<file path="src/rtl/core/assert_macros.svh">
// Shared assertion macros for the scheduler RTL.
`ifndef ASSERT_MACROS_SVH
`define ASSERT_MACROS_SVH

`ifndef SYNTHESIS

// Clocked property, off while reset is high.
`define ASSERT_CLK(label, clk, rst, prop, msg) \
   label: assert property (@(posedge clk) disable iff (rst) prop) else $error(msg);

// Clocked property that also holds during reset.
`define ASSERT_CLK_ALWAYS(label, clk, prop, msg) \
   label: assert property (@(posedge clk) prop) else $error(msg);

`else

`define ASSERT_CLK(label, clk, rst, prop, msg)
`define ASSERT_CLK_ALWAYS(label, clk, prop, msg)

`endif

`endif

</file>
<file path="src/rtl/core/srtf_pkg.sv">
package srtf_pkg;

   // Action codes carried in a request word
   localparam logic [1:0] ACT_LOAD    = 2'd0;
   localparam logic [1:0] ACT_TICK    = 2'd1;
   localparam logic [1:0] ACT_RESTART = 2'd2;

   // Register file: one register, word-indexed by paddr[2]
   localparam int         CSR_ADDR_W    = 3;
   localparam logic       CSR_JOB_COUNT = 1'b0;
   localparam logic [4:0] JOB_COUNT_RST = 5'd1;

   localparam logic [19:0] TIME_MAX = 20'hFFFFF;

   typedef struct packed {
      logic [1:0]  action;
      logic [3:0]  slot;
      logic [11:0] arrival;
      logic [11:0] burst;
   } req_word_type;

   typedef struct packed {
      logic        ran;
      logic [3:0]  running_slot;
      logic        finished;
      logic [19:0] finish_time;
      logic [19:0] turnaround;
      logic [19:0] waiting;
      logic [19:0] now_time;
      logic        all_done;
   } rsp_word_type;

   // One job table entry as held in the RAM
   typedef struct packed {
      logic [11:0] arrival;
      logic [11:0] burst;
      logic [11:0] remaining;
   } job_entry_type;

   typedef enum logic [2:0] {
      ST_IDLE,
      ST_SWEEP,
      ST_SCAN,
      ST_UPD,
      ST_FIN,
      ST_OUT
   } state_type;

   // Sequencer to compare unit
   typedef struct packed {
      logic        clear;
      logic        cand_valid;
      logic        cand_done;
      logic [19:0] now;
   } sel_ctrl_type;

   // Compare unit to sequencer
   typedef struct packed {
      logic        found;
      logic        none_pending;
      logic        one_pending;
      logic [11:0] best_arrival;
      logic [11:0] best_burst;
      logic [11:0] best_remaining;
   } sel_status_type;

endpackage

</file>
<file path="src/rtl/core/srtf_ram.sv">
module srtf_ram #(
   parameter int WIDTH = 36,
   parameter int DEPTH = 16
) (
   input  logic                     clock,
   input  logic                     wr_en,
   input  logic [$clog2(DEPTH)-1:0] wr_addr,
   input  logic [WIDTH-1:0]         wr_data,
   input  logic                     rd_en,
   input  logic [$clog2(DEPTH)-1:0] rd_addr,
   output logic [WIDTH-1:0]         rd_data
);

   logic [WIDTH-1:0] mem_ff [DEPTH];
   logic [WIDTH-1:0] rd_data_ff;

   // One write port, one registered read port
   always_ff @(posedge clock) begin
      if (wr_en) begin
         mem_ff[wr_addr] <= wr_data;
      end
      if (rd_en) begin
         rd_data_ff <= mem_ff[rd_addr];
      end
   end

   assign rd_data = rd_data_ff;

endmodule

</file>
<file path="src/rtl/core/srtf_select.sv">
`include "assert_macros.svh"

module srtf_select #(
   parameter int MAX_JOBS = 16
) (
   input  logic                          clock,
   input  logic                          reset,
   input  srtf_pkg::sel_ctrl_type        ctrl,
   input  logic [$clog2(MAX_JOBS)-1:0]   cand_idx,
   input  srtf_pkg::job_entry_type       cand,
   output srtf_pkg::sel_status_type      status,
   output logic [$clog2(MAX_JOBS)-1:0]   best_idx
);

   localparam int AW = $clog2(MAX_JOBS);
   localparam int CW = $clog2(MAX_JOBS + 1);

   logic          found_ff, found_in;
   logic [CW-1:0] pend_cnt_ff, pend_cnt_in;
   logic [AW-1:0] best_idx_ff, best_idx_in;
   srtf_pkg::job_entry_type best_ff, best_in;
   logic          eligible;
   logic          better;

   // Shared compare: arrived and pending, then least remaining, first slot wins ties
   assign eligible = !ctrl.cand_done && ({8'd0, cand.arrival} <= ctrl.now);
   assign better   = eligible && (!found_ff || (cand.remaining < best_ff.remaining));

   always_comb begin
      found_in    = found_ff;
      pend_cnt_in = pend_cnt_ff;
      best_idx_in = best_idx_ff;
      best_in     = best_ff;
      if (ctrl.clear) begin
         found_in    = 1'b0;
         pend_cnt_in = '0;
      end else if (ctrl.cand_valid) begin
         if (!ctrl.cand_done) begin
            pend_cnt_in = pend_cnt_ff + CW'(1);
         end
         if (better) begin
            found_in    = 1'b1;
            best_idx_in = cand_idx;
            best_in     = cand;
         end
      end
   end

   always_ff @(posedge clock) begin
      if (reset) begin
         found_ff    <= 1'b0;
         pend_cnt_ff <= '0;
      end else begin
         found_ff    <= found_in;
         pend_cnt_ff <= pend_cnt_in;
      end
      best_idx_ff <= best_idx_in;
      best_ff     <= best_in;
   end

   assign status.found          = found_ff;
   assign status.none_pending   = (pend_cnt_ff == '0);
   assign status.one_pending    = (pend_cnt_ff == CW'(1));
   assign status.best_arrival   = best_ff.arrival;
   assign status.best_burst     = best_ff.burst;
   assign status.best_remaining = best_ff.remaining;
   assign best_idx              = best_idx_ff;

   // A chosen job is always counted as pending
   `ASSERT_CLK(a_found_is_pending, clock, reset, found_ff |-> (pend_cnt_ff != '0), "best job without pending count")

endmodule

</file>
<file path="src/rtl/core/srtf_preemptive_scheduler.sv">
// Shortest-remaining-time-first scheduler over a table of MAX_JOBS job slots.
// Request channel (req_valid/req_ready/req_word): a load word writes one slot's
// arrival and burst, a tick word serves the pending arrived job with the least
// remaining time for one time unit, a restart word zeroes time and re-arms
// every loaded job. Every request word gives exactly one response word on the
// rsp_ channel with the served slot, completion figures, time and all_done.
// job_count is written over the csr_ APB port; the user must write it only
// while the block is idle, as the block itself does not enforce this.
// Flow: a restart first runs a rewrite sweep over all MAX_JOBS slots; every
// word then scans the slots in use through the compare unit, a tick that
// serves a job goes on to the update state, and to the finish state when the
// job completes, and the result goes out through the output state. The
// single job RAM read port is scanned one slot per cycle; one word is in work
// at a time, so a new word is accepted only once the block is idle again.
// Reset: synchronous, active high; all slots read as done, time is zero and
// job_count is one. The job RAM is not cleared: an unloaded slot is read only
// while marked done, so its contents are never used.
// Stall: the response register holds its word until rsp_ready; a new request
// is accepted meanwhile, and its result waits until that register is free.
`include "assert_macros.svh"

module srtf_preemptive_scheduler #(
   parameter int MAX_JOBS = 16
) (
   input  logic                                clock,
   input  logic                                reset,
   input  logic                                req_valid,
   output logic                                req_ready,
   input  srtf_pkg::req_word_type              req_word,
   output logic                                rsp_valid,
   input  logic                                rsp_ready,
   output srtf_pkg::rsp_word_type              rsp_word,
   input  logic                                csr_psel,
   input  logic                                csr_penable,
   input  logic                                csr_pwrite,
   input  logic [srtf_pkg::CSR_ADDR_W-1:0]     csr_paddr,
   input  logic [31:0]                         csr_pwdata,
   output logic [31:0]                         csr_prdata,
   output logic                                csr_pready
);

   localparam int AW = $clog2(MAX_JOBS);
   localparam int CW = $clog2(MAX_JOBS + 1);
   localparam int EW = $bits(srtf_pkg::job_entry_type);

   srtf_pkg::state_type state_ff, state_in;

   logic [4:0]          job_count_ff;
   logic [CW-1:0]       rd_idx_ff, rd_idx_in;
   logic                pipe_valid_ff, pipe_valid_in;
   logic [AW-1:0]       cand_idx_ff, cand_idx_in;
   logic [1:0]          action_ff, action_in;
   logic [19:0]         time_ff, time_in;
   logic [MAX_JOBS-1:0] done_ff, done_in;
   logic [MAX_JOBS-1:0] loaded_ff, loaded_in;
   logic                res_ran_ff, res_ran_in;
   logic                res_fin_ff, res_fin_in;
   logic                res_all_done_ff, res_all_done_in;
   logic [19:0]         turn_ff, turn_in;
   logic [19:0]         wait_ff, wait_in;
   logic                rsp_valid_ff, rsp_valid_in;
   srtf_pkg::rsp_word_type rsp_word_ff, rsp_word_in;

   logic                ram_wr_en;
   logic [AW-1:0]       ram_wr_addr;
   srtf_pkg::job_entry_type ram_wr_data;
   logic                ram_rd_en;
   logic [AW-1:0]       ram_rd_addr;
   logic [EW-1:0]       ram_rd_bits;
   srtf_pkg::job_entry_type ram_rd_data;

   srtf_pkg::sel_ctrl_type   sel_ctrl;
   srtf_pkg::sel_status_type sel_status;
   logic [AW-1:0]       best_idx;

   logic [CW-1:0]       n_use;
   logic                scan_clear;
   logic                slot_ok;
   logic [AW-1:0]       slot_idx;
   logic [11:0]         load_burst;
   logic [11:0]         rem_next;
   logic                csr_wr;

   // Configuration register
   assign csr_pready = 1'b1;
   assign csr_wr     = csr_psel && csr_penable && csr_pwrite && csr_pready;
   assign csr_prdata = (csr_paddr[2] == srtf_pkg::CSR_JOB_COUNT) ?
                       {27'd0, job_count_ff} : 32'd0;

   // Slots in use, clamped to the table size
   always_comb begin
      if (32'(job_count_ff) > 32'(MAX_JOBS)) begin
         n_use = CW'(MAX_JOBS);
      end else begin
         n_use = CW'(job_count_ff);
      end
   end

   assign slot_ok    = 32'(req_word.slot) < 32'(MAX_JOBS);
   assign slot_idx   = AW'(req_word.slot);
   assign load_burst = (req_word.burst == 12'd0) ? 12'd1 : req_word.burst;
   assign rem_next   = (sel_status.best_remaining == 12'd0) ? 12'd0 :
                       sel_status.best_remaining - 12'd1;

   // Job table
   srtf_ram #(
      .WIDTH (EW),
      .DEPTH (MAX_JOBS)
   ) u_job_ram (
      .clock   (clock),
      .wr_en   (ram_wr_en),
      .wr_addr (ram_wr_addr),
      .wr_data (EW'(ram_wr_data)),
      .rd_en   (ram_rd_en),
      .rd_addr (ram_rd_addr),
      .rd_data (ram_rd_bits)
   );

   assign ram_rd_data = srtf_pkg::job_entry_type'(ram_rd_bits);

   // Compare unit
   assign sel_ctrl.clear      = scan_clear;
   assign sel_ctrl.cand_valid = pipe_valid_ff && (state_ff == srtf_pkg::ST_SCAN);
   assign sel_ctrl.cand_done  = done_ff[cand_idx_ff];
   assign sel_ctrl.now        = time_ff;

   srtf_select #(
      .MAX_JOBS (MAX_JOBS)
   ) u_select (
      .clock    (clock),
      .reset    (reset),
      .ctrl     (sel_ctrl),
      .cand_idx (cand_idx_ff),
      .cand     (ram_rd_data),
      .status   (sel_status),
      .best_idx (best_idx)
   );

   // State register
   always_ff @(posedge clock) begin
      if (reset) begin
         state_ff <= srtf_pkg::ST_IDLE;
      end else begin
         state_ff <= state_in;
      end
   end

   // Sequencer
   always_comb begin
      state_in        = state_ff;
      rd_idx_in       = rd_idx_ff;
      pipe_valid_in   = 1'b0;
      cand_idx_in     = cand_idx_ff;
      action_in       = action_ff;
      time_in         = time_ff;
      done_in         = done_ff;
      loaded_in       = loaded_ff;
      res_ran_in      = res_ran_ff;
      res_fin_in      = res_fin_ff;
      res_all_done_in = res_all_done_ff;
      turn_in         = turn_ff;
      wait_in         = wait_ff;
      rsp_valid_in    = rsp_valid_ff && !rsp_ready;
      rsp_word_in     = rsp_word_ff;
      ram_wr_en       = 1'b0;
      ram_wr_addr     = '0;
      ram_wr_data     = '0;
      ram_rd_en       = 1'b0;
      ram_rd_addr     = rd_idx_ff[AW-1:0];
      scan_clear      = 1'b0;
      req_ready       = 1'b0;

      unique case (state_ff)
         srtf_pkg::ST_IDLE: begin
            req_ready = 1'b1;
            if (req_valid) begin
               action_in = req_word.action;
               rd_idx_in = '0;
               priority if (req_word.action == srtf_pkg::ACT_LOAD) begin
                  if (slot_ok) begin
                     ram_wr_en           = 1'b1;
                     ram_wr_addr         = slot_idx;
                     ram_wr_data.arrival   = req_word.arrival;
                     ram_wr_data.burst     = load_burst;
                     ram_wr_data.remaining = load_burst;
                     done_in[slot_idx]   = 1'b0;
                     loaded_in[slot_idx] = 1'b1;
                  end
                  scan_clear = 1'b1;
                  state_in   = srtf_pkg::ST_SCAN;
               end else if (req_word.action == srtf_pkg::ACT_RESTART) begin
                  time_in  = '0;
                  done_in  = done_ff & ~loaded_ff;
                  state_in = srtf_pkg::ST_SWEEP;
               end else begin
                  scan_clear = 1'b1;
                  state_in   = srtf_pkg::ST_SCAN;
               end
            end
         end

         // Rewrite remaining = burst for every loaded slot, read then write back
         srtf_pkg::ST_SWEEP: begin
            if (rd_idx_ff < CW'(MAX_JOBS)) begin
               ram_rd_en     = 1'b1;
               pipe_valid_in = 1'b1;
               cand_idx_in   = rd_idx_ff[AW-1:0];
               rd_idx_in     = rd_idx_ff + CW'(1);
            end
            if (pipe_valid_ff && loaded_ff[cand_idx_ff]) begin
               ram_wr_en             = 1'b1;
               ram_wr_addr           = cand_idx_ff;
               ram_wr_data.arrival   = ram_rd_data.arrival;
               ram_wr_data.burst     = ram_rd_data.burst;
               ram_wr_data.remaining = ram_rd_data.burst;
            end
            if ((rd_idx_ff == CW'(MAX_JOBS)) && !pipe_valid_ff) begin
               rd_idx_in  = '0;
               scan_clear = 1'b1;
               state_in   = srtf_pkg::ST_SCAN;
            end
         end

         // One slot per cycle through the compare unit
         srtf_pkg::ST_SCAN: begin
            if (rd_idx_ff < n_use) begin
               ram_rd_en     = 1'b1;
               pipe_valid_in = 1'b1;
               cand_idx_in   = rd_idx_ff[AW-1:0];
               rd_idx_in     = rd_idx_ff + CW'(1);
            end
            if ((rd_idx_ff == n_use) && !pipe_valid_ff) begin
               res_ran_in      = 1'b0;
               res_fin_in      = 1'b0;
               turn_in         = '0;
               wait_in         = '0;
               res_all_done_in = sel_status.none_pending;
               state_in        = srtf_pkg::ST_OUT;
               if ((action_ff == srtf_pkg::ACT_TICK) && !sel_status.none_pending) begin
                  time_in = (time_ff == srtf_pkg::TIME_MAX) ? time_ff : time_ff + 20'd1;
                  if (sel_status.found) begin
                     state_in = srtf_pkg::ST_UPD;
                  end
               end
            end
         end

         // Serve the chosen job for one unit
         srtf_pkg::ST_UPD: begin
            ram_wr_en             = 1'b1;
            ram_wr_addr           = best_idx;
            ram_wr_data.arrival   = sel_status.best_arrival;
            ram_wr_data.burst     = sel_status.best_burst;
            ram_wr_data.remaining = rem_next;
            res_ran_in            = 1'b1;
            if (rem_next == 12'd0) begin
               done_in[best_idx] = 1'b1;
               res_fin_in        = 1'b1;
               res_all_done_in   = sel_status.one_pending;
               turn_in = (time_ff > {8'd0, sel_status.best_arrival}) ?
                         time_ff - {8'd0, sel_status.best_arrival} : 20'd0;
               state_in = srtf_pkg::ST_FIN;
            end else begin
               res_all_done_in = 1'b0;
               state_in        = srtf_pkg::ST_OUT;
            end
         end

         // Waiting time from turnaround
         srtf_pkg::ST_FIN: begin
            wait_in = (turn_ff > {8'd0, sel_status.best_burst}) ?
                      turn_ff - {8'd0, sel_status.best_burst} : 20'd0;
            state_in = srtf_pkg::ST_OUT;
         end

         // Hand the result to the response register once it is free
         srtf_pkg::ST_OUT: begin
            if (!rsp_valid_ff || rsp_ready) begin
               rsp_valid_in             = 1'b1;
               rsp_word_in.ran          = res_ran_ff;
               rsp_word_in.running_slot = res_ran_ff ? 4'(best_idx) : 4'd0;
               rsp_word_in.finished     = res_fin_ff;
               rsp_word_in.finish_time  = res_fin_ff ? time_ff : 20'd0;
               rsp_word_in.turnaround   = turn_ff;
               rsp_word_in.waiting      = wait_ff;
               rsp_word_in.now_time     = time_ff;
               rsp_word_in.all_done     = res_all_done_ff;
               state_in                 = srtf_pkg::ST_IDLE;
            end
         end

         default: begin
            state_in = srtf_pkg::ST_IDLE;
         end
      endcase
   end

   // Datapath and status registers
   always_ff @(posedge clock) begin
      if (reset) begin
         job_count_ff  <= srtf_pkg::JOB_COUNT_RST;
         rd_idx_ff     <= '0;
         pipe_valid_ff <= 1'b0;
         time_ff       <= '0;
         done_ff       <= '1;
         loaded_ff     <= '0;
         rsp_valid_ff  <= 1'b0;
      end else begin
         if (csr_wr && (csr_paddr[2] == srtf_pkg::CSR_JOB_COUNT)) begin
            job_count_ff <= csr_pwdata[4:0];
         end
         rd_idx_ff     <= rd_idx_in;
         pipe_valid_ff <= pipe_valid_in;
         time_ff       <= time_in;
         done_ff       <= done_in;
         loaded_ff     <= loaded_in;
         rsp_valid_ff  <= rsp_valid_in;
      end
      cand_idx_ff     <= cand_idx_in;
      action_ff       <= action_in;
      res_ran_ff      <= res_ran_in;
      res_fin_ff      <= res_fin_in;
      res_all_done_ff <= res_all_done_in;
      turn_ff         <= turn_in;
      wait_ff         <= wait_in;
      rsp_word_ff     <= rsp_word_in;
   end

   assign rsp_valid = rsp_valid_ff;
   assign rsp_word  = rsp_word_ff;

   // A response only appears out of the output state
   `ASSERT_CLK(a_rsp_from_out, clock, reset, $rose(rsp_valid_ff) |-> $past(state_ff == srtf_pkg::ST_OUT), "response raised outside output state")
   // A served job always has time left
   `ASSERT_CLK(a_serve_nonzero, clock, reset, (state_ff == srtf_pkg::ST_UPD) |-> (sel_status.best_remaining != 12'd0), "served job with no time left")
   // Time only steps by one or restarts at zero
   `ASSERT_CLK(a_time_step, clock, reset, (time_ff != $past(time_ff)) |-> ((time_ff == 20'($past(time_ff) + 20'd1)) || (time_ff == 20'd0)), "time jumped")
   // Completion is only reported for a served job
   `ASSERT_CLK(a_fin_needs_ran, clock, reset, rsp_valid_ff |-> (rsp_word_ff.ran || !rsp_word_ff.finished), "finished without ran")

endmodule
</file>
<file path="config.mk">
export PLATFORM = sky130hd
export DESIGN_NAME = srtf_preemptive_scheduler
export DESIGN_NICKNAME = d
export VERILOG_FILES = /design/src/rtl/core/srtf_pkg.sv /design/src/rtl/core/srtf_ram.sv /design/src/rtl/core/srtf_select.sv /design/src/rtl/core/srtf_preemptive_scheduler.sv
export VERILOG_INCLUDE_DIRS = /design/src /design/src/rtl/core
export SDC_FILE = /design/constraint.sdc
export NUM_CORES = 1
export LEC_CHECK = 0
export ABC_AREA = 1
export BUFFER_PORTS_ARGS = -buffer_cell sky130_fd_sc_hd__clkbuf_2
export CAP_MARGIN = 20
export CORE_UTILIZATION = 50
export DETAILED_ROUTE_END_ITERATION = 6
export GPL_TIMING_DRIVEN = 0
export PLACE_DENSITY = 0.67
export RECOVER_POWER = 25
export SYNTH_ARGS = -nofsm -noshare
export SYNTH_HDL_FRONTEND = slang
export SYNTH_SLANG_ARGS = --single-unit
</file>
<file path="constraint.sdc">
create_clock -name clock -period 8.31 [get_ports clock]
set_input_delay 1.662 -clock clock [delete_from_list [all_inputs] [get_ports clock]]
set_output_delay 1.662 -clock clock [all_outputs]
set_load 0.01 [all_outputs]
</file>
==> results of run 1 <==
Yosys cell counts, types with 3 or more instances:
library cell  instances  area (µm²)
o21ai_0             370        1850
clkinv_1              5        18.8
nor3_1               21         105
buf_2                15        75.1
buf_4                29         218
inv_1               203         762
nor2_1              473        1780
inv_2                 4        15.0
a31oi_1               7        43.8
buf_6                 3        33.8
o211ai_1             41         308
nand3b_1              4        30.0
ha_1                 60         751
nor4_1                9        56.3
a22oi_1              15         113
nand4_1              19         119
nand2_2               3        18.8
edfxtp_1            788       23700
buf_1                10        37.5
nand2_1             353        1330
nor3b_1               4        30.0
a21oi_1             120         601
nand3_1             184         921
o22ai_1              90         563
clkbuf_1            134         503
nor2_2                3        18.8
xor2_1               31         272
or2_2                12        75.1
dfxtp_1              73        1460
xnor2_1               7        61.3
and3_1                3        18.8
o221ai_1             60         526
final cells by class:
class,instances,area [µm²]
fillers,5898,30100
flip-flops and latches,861,25100
multi-input cells,1942,10000
clock buffers,114,2340
well taps,950,1190
repair buffers,183,1150
plain buffers,191,856
inverters,212,796
clock inverters,41,383
final timing paths:
kind,depth (start not counted),to,startpoint
min,0,rsp_word[30]$_DFFE_PP_,wait_ff[9]$_SDFFCE_PP0P_
max reg2reg,6,rsp_word[61]$_SDFFCE_PN0P_,state_ff[0]$_SDFFE_PP0P_
min reg2reg,0,rsp_word[30]$_DFFE_PP_,wait_ff[9]$_SDFFCE_PP0P_
max,5,rsp_word[61]$_SDFFCE_PN0P_,rsp_ready
per-stage QoR:
stage          setup WS, ns  instances
2_1_floorplan          1.82       3206
3_3_place_gp         -0.498       4291
3_5_place_dp           3.01       4332
4_1_cts                3.65       4487
5_1_grt                1.84       4494
6_report               2.44       4494
critical path: cells and delay by family:
kind | cells | cell delay, ns
buffers and inverters | 4 | 2.61
AO/OA/AOI/OAI | 1 | 1.81
power groups by stage:
| stage | clock network (mW) | logic (mW) | registers, mW |
|---|---|---|---|
| floorplan | 0 | 1.50 | 5.43 |
| finish | 3.80 | 2.60 | 5.39 |
| global placement | 0 | 2.45 | 5.49 |
| CTS | 3.83 | 2.57 | 5.38 |
| detailed placement | 0 | 2.55 | 5.47 |
| global route | 3.98 | 2.81 | 5.41 |
registers in the layout, summed over array words and instances, names as in the netlist, 4 cells and up:
signal and count:
u_select.best_idx 4, job_count_ff 5, loaded_ff 16, cand_idx_ff 4
u_select.status 36, u_job_ram.rd_data 36, rd_idx_ff 5, rsp_word 87
time_ff 20, wait_ff 20, u_job_ram.mem_ff 576, u_select.pend_cnt_ff 5
done_ff 16, turn_ff 20
layer usage:
metal | vias up | wire [µm] | track usage
li1 | 12000 | - | -
met1 | 12500 | 41200 | 0.373
met2 | 1412 | 47600 | 0.436
met3 | 228 | 9430 | 0.0413
met4 | 0 | 3650 | 0.108
met5 | - | 0 | 0
cell families after synthesis:
family,Yosys count
other,2
AO/OA/AOI/OAI,717
buffers and inverters,403
XOR/XNOR,38
adder cells (fa/ha/maj),62
AND/OR/NAND/NOR,1097
flip-flops,861
==> metrics, run 1 <==
outcome=finished with violations; failing checks=DRC, capacitance limit, slew limit; Tmin final=5.87 ns; xor/xnor share of the synthesized area=0.00908; commonest non-fill, non-tap cell in the layout=edfxtp_1; global-route wire length before repair=151000 µm; Util after Layout=0.582; Die Wd=273 µm; Required @ worst endpoint=8.56 ns; total congestion overflow=0; Distinct cells, synth=51; Synth Cell Area=0.0366 mm²; Hold Buf Count CTS=0; Nets=3613; Post-Syn Area per Cell=11.5 µm²; adder-cell share of the synthesized area=0.0216; gr usage total=0.272; Compound-Gate Fraction of Synth Area=0.113; worst min path class=reg2reg; clock sinks=861; Warnings, synthesis=0; fraction of synthesized area in multiplexers=0; # diodes=0; setup bufs post-CTS=0; Initial Util=0.509; Clk pin slew, worst setup/hold paths=0.06 ns; RSZ-0062 raised after global routing=false; commonest non-fill, non-tap cells in the layout=edfxtp_1 (788), nor2_1 (461), o21ai_0 (371); clock skew=0.0245 ns; die height=273 µm; crit-path cells=clkbuf_2, inv_1, a21oi_1, clkbuf_1, clkbuf_1; sequential share of power=0.457; Pint=8.03 mW; power density over the cells=281 mW/mm²; share of cells above drive strength 1=0.0827; max incr delay on CP=1.81 ns; cells after synthesis=3180; vias in the first global route=24700; final-report setup violation count=0; CTS Buf Count=88; CP max stage cell=a21oi_1; Rel. slew slack=-0.613; post-detail-place hpwl=73000 µm; post-CTS sizing=0; post-synthesis sequential area ratio=0.686; Via Count=26100; DRC Markers=1; vias per inst=5.81; largest net degree at the start of global routing=41; Clk pwr share=0.322; EDFF count, synth=788; Clock Tree Root=clkbuf_16; Switch Pwr=3.76 mW; async set-reset flop share out of synthesis=0; initial antenna violation count=0; Worst Path Max Fanout=31; die area=0.0744 mm²; reg2reg setup slack=2.68 ns; fmax=170 MHz; placed inst area=0.0393 mm²; Logic pwr share=0.221; # IOs=194; Worst-Margin Slew=2.42 ns; hold slack=0.421 ns; crit start category=input pin; CP endpoint kind=flip-flop; Top cell by count, worst path=clkbuf_1; Synth Area in Simple Gates=0.126; Tot Pwr=11.8 mW; drt first pass iters=7; fin area=0.0419 mm²; Final Max Slew Viols=92; Core Region=0.0720 mm²; Setup CP Type=in2reg; setup TNS=0 ns; Post-synth top flop=edfxtp_1; Max Root-Sink Buffers=3; VDD IR max=0.245 mV; RePlAce Congestion=0.964; H-tree levels=3; Clk Latency, worst-skew pair=0.65 ns; # rows=98; Lkg Pwr=14.8 nW; largest family of logic cells by synthesized area=simple AND/OR/NAND/NOR gates; Max Cap Viol=3; Yosys reg bits=861; routed length per instance=22.7 µm; Final Hold Viols=0; Antenna Violating Nets Remaining=0; Starting DRT DRC Count=2982; Worst Path Arrival=6.12 ns; Buffers on Ports=135; area delta synth->final=14.3%; Final period util=0.706; Total Wirelength=102000 µm; TritonCTS clock tree=done; net switching share of the total power=0.319
(Power assumes the default switching activity.)
==> run 2: changes to the inputs <==
- PLACE_DENSITY: 0.67 -> 0.7
- clock period: 8.31 -> 4.9 ns (I/O delays scaled with it)
==> run 2 against run 1 <==
Effect of this change: the flow finishes with violations (capacitance limit, slew limit); flip-flop and latch count unchanged; global-route usage down 0.079 points; combinational power grew 75%; non-clock buffer count down 2; sequential share of layout area fell by 0.28 points; largest power group unchanged; die area unchanged; final area is 0.46% higher; via count about the same.
==> metrics, run 2 (synthesized netlist as in run 1, its figures left out) <==
outcome=finished with violations (unchanged); failing checks=capacitance limit, slew limit (was DRC, capacitance limit, slew limit); reg2reg setup slack=0.30 ns (was 2.68 ns); RSZ-0062 raised after global routing=false (unchanged); Worst Path Max Fanout=23 (was 31); clock sinks=861 (unchanged); hold slack=0.421 ns (about the same); sequential share of power=0.448 (was 0.457); Worst-Margin Slew=2.56 ns (was 2.42 ns); Max Cap Viol=1 (was 3); fmax=217 MHz; # rows=98 (unchanged); Logic pwr share=0.223 (was 0.221); setup bufs post-CTS=0 (unchanged); Core Region=0.0720 mm² (unchanged); commonest non-fill, non-tap cells in the layout=edfxtp_1 (788), nor2_1 (462), o21ai_0 (369) (was edfxtp_1 (788), nor2_1 (461), o21ai_0 (371)); power density over the cells=485 mW/mm² (was 281 mW/mm²); net switching share of the total power=0.320 (was 0.319); Rel. slew slack=-0.710 (was -0.613); CP endpoint kind=flip-flop (unchanged); worst r2r src=rd_idx_ff[0]$_SDFFE_PP0P_ (was state_ff[0]$_SDFFE_PP0P_); Hold Buf Count CTS=0 (unchanged); Nets=3612 (was 3613); Layout fillers=5873 (was 5898); setup TNS=0 ns (unchanged); total congestion overflow=0 (unchanged); clock skew=0.0272 ns (was 0.0245 ns); post-detail-place hpwl=71800 µm (was 73000 µm); Hold Path End=rsp_word[22]$_DFFE_PP_ (was rsp_word[30]$_DFFE_PP_); share of cells above drive strength 1=0.0814 (was 0.0827); TritonCTS clock tree=done (unchanged); vias per inst=5.79 (was 5.81); reg2reg end=u_job_ram.rd_data[35]$_DFFE_PP_ (was rsp_word[61]$_SDFFCE_PN0P_); Final Max Slew Viols=27 (was 92); worst min path class=reg2reg (unchanged); Max Root-Sink Buffers=3 (unchanged); Worst Hold Path Cells=0 (unchanged); Clock Tree Root=clkbuf_16 (unchanged); max reg flops=576 (unchanged); Starting DRT DRC Count=3298 (was 2982); Initial Util=0.509 (unchanged); Buffers on Ports=135 (unchanged); VDD IR max=0.267 mV (was 0.245 mV); Total Wirelength=101000 µm (was 102000 µm); Top reg by flops=u_job_ram.mem_ff (unchanged); routed length per instance=22.5 µm (was 22.7 µm); # IOs=194 (unchanged); Final period util=0.939; crit start category=flip-flop (was input pin); Setup CP Type=reg2reg (was in2reg); Required @ worst endpoint=5.24 ns (was 8.56 ns); die area=0.0744 mm² (unchanged); Die Wd=273 µm (unchanged); DRC Markers=0 (was 1); Lkg Pwr=14.9 nW (was 14.8 nW); die height=273 µm (unchanged); Worst Path Arrival=4.95 ns (was 6.12 ns); drt first pass iters=6 (was 7); gr usage total=0.271 (was 0.272); Clk pin slew, worst setup/hold paths=0.06 ns (about the same); Clk Latency, worst-skew pair=0.66 ns (was 0.65 ns); largest net degree at the start of global routing=41 (unchanged); commonest non-fill, non-tap cell in the layout=edfxtp_1 (unchanged); final-report setup violation count=0 (unchanged); initial antenna violation count=1 (was 0); Pint=13.9 mW (was 8.03 mW); vias in the first global route=24800 (was 24700); min-delay src=wait_ff[1]$_SDFFCE_PP0P_ (was wait_ff[9]$_SDFFCE_PP0P_); post-CTS sizing=0 (unchanged); Via Count=26100 (about the same); area delta synth->final=14.8% (was 14.3%); Antenna Violating Nets Remaining=0 (unchanged); Switch Pwr=6.52 mW (was 3.76 mW); RePlAce Congestion=0.948 (was 0.964); global-route wire length before repair=151000 µm (about the same); Final Hold Viols=0 (unchanged); Tmin final=4.60 ns; H-tree levels=3 (unchanged); FF-to-FF path depth=15 (was 6); Clk pwr share=0.330 (was 0.322); # diodes=0 (unchanged); CTS Buf Count=89 (was 88)
run 2: final cells by class:
type	count	area (µm²)	share of cell area
plain buffers	191	851	0.0202
clock buffers	107	2320	0.0550
clock inverters	58	587	0.0139
inverters	212	796	0.0189
multi-input cells	1942	10000	0.238
flip-flops and latches	861	25100	0.597
well taps	950	1190	0.0282
repair buffers	181	1190	0.0282
run 2: critical path: stages (launching register included):
cell      delay [ns]
dfxtp_1         0.43
clkbuf_1        0.48
inv_1           0.21
buf_2           0.27
clkbuf_1        0.64
buf_2           0.52
ha_1            0.23
nand4_1         0.11
nor2_1          0.14
nor2_1          0.08
nand2_1         0.06
nand2_1         0.05
nor2_1          0.12
nand2_1         0.13
inv_1           0.52
buf_16          0.25
run 2: worst max-delay path by stage:
stage | from | endpoint | cells after the start
2_1_floorplan | req_word[29] | u_job_ram.mem_ff[10][0]$_DFFE_PP_ | 10
3_3_place_gp | req_word[29] | u_job_ram.mem_ff[11][32]$_DFFE_PP_ | 11
3_5_place_dp | rd_idx_ff[0]$_SDFFE_PP0P_ | u_job_ram.rd_data[34]$_DFFE_PP_ | 15
4_1_cts | rd_idx_ff[0]$_SDFFE_PP0P_ | u_job_ram.rd_data[35]$_DFFE_PP_ | 15
5_1_grt | rd_idx_ff[0]$_SDFFE_PP0P_ | u_job_ram.rd_data[21]$_DFFE_PP_ | 15
6_report | rd_idx_ff[0]$_SDFFE_PP0P_ | u_job_ram.rd_data[35]$_DFFE_PP_ | 15
run 2: metal layers:
layer / wire length, µm / vias to the layer above / part of all wire / track usage
li1: - / 12000 / - / -
met1: 40500 / 12500 / 0.40 / 0.365
met2: 46800 / 1392 / 0.46 / 0.434
met3: 10400 / 223 / 0.10 / 0.0534
met4: 3640 / 2 / 0.036 / 0.106
met5: 13 / - / 0.00013 / 0
run 2: power groups by stage:
stage	Sequential (mW)	Clock [mW]	Combinational, mW
4_1_cts	9.13	6.77	4.46
3_5_place_dp	9.28	0	4.44
5_1_grt	9.18	7.05	4.87
6_report	9.13	6.72	4.54
3_3_place_gp	9.31	0	4.20
2_1_floorplan	9.21	0	2.55
run 2: metrics by stage:
stage | power, mW | cell area (µm²) | utilization | std cells | setup WS [ns]
2_1_floorplan | 11.8 | 36800 | - | 3206 | 0.783
3_3_place_gp | 13.5 | 38600 | 0.537 | 4291 | -1.48
3_5_place_dp | 13.7 | 39400 | 0.547 | 4332 | 0.436
4_1_cts | 20.4 | 42300 | 0.587 | 4497 | 0.402
5_1_grt | 21.1 | 42100 | 0.585 | 4502 | 0.103
6_report | 20.4 | 42100 | 0.585 | 4502 | 0.298
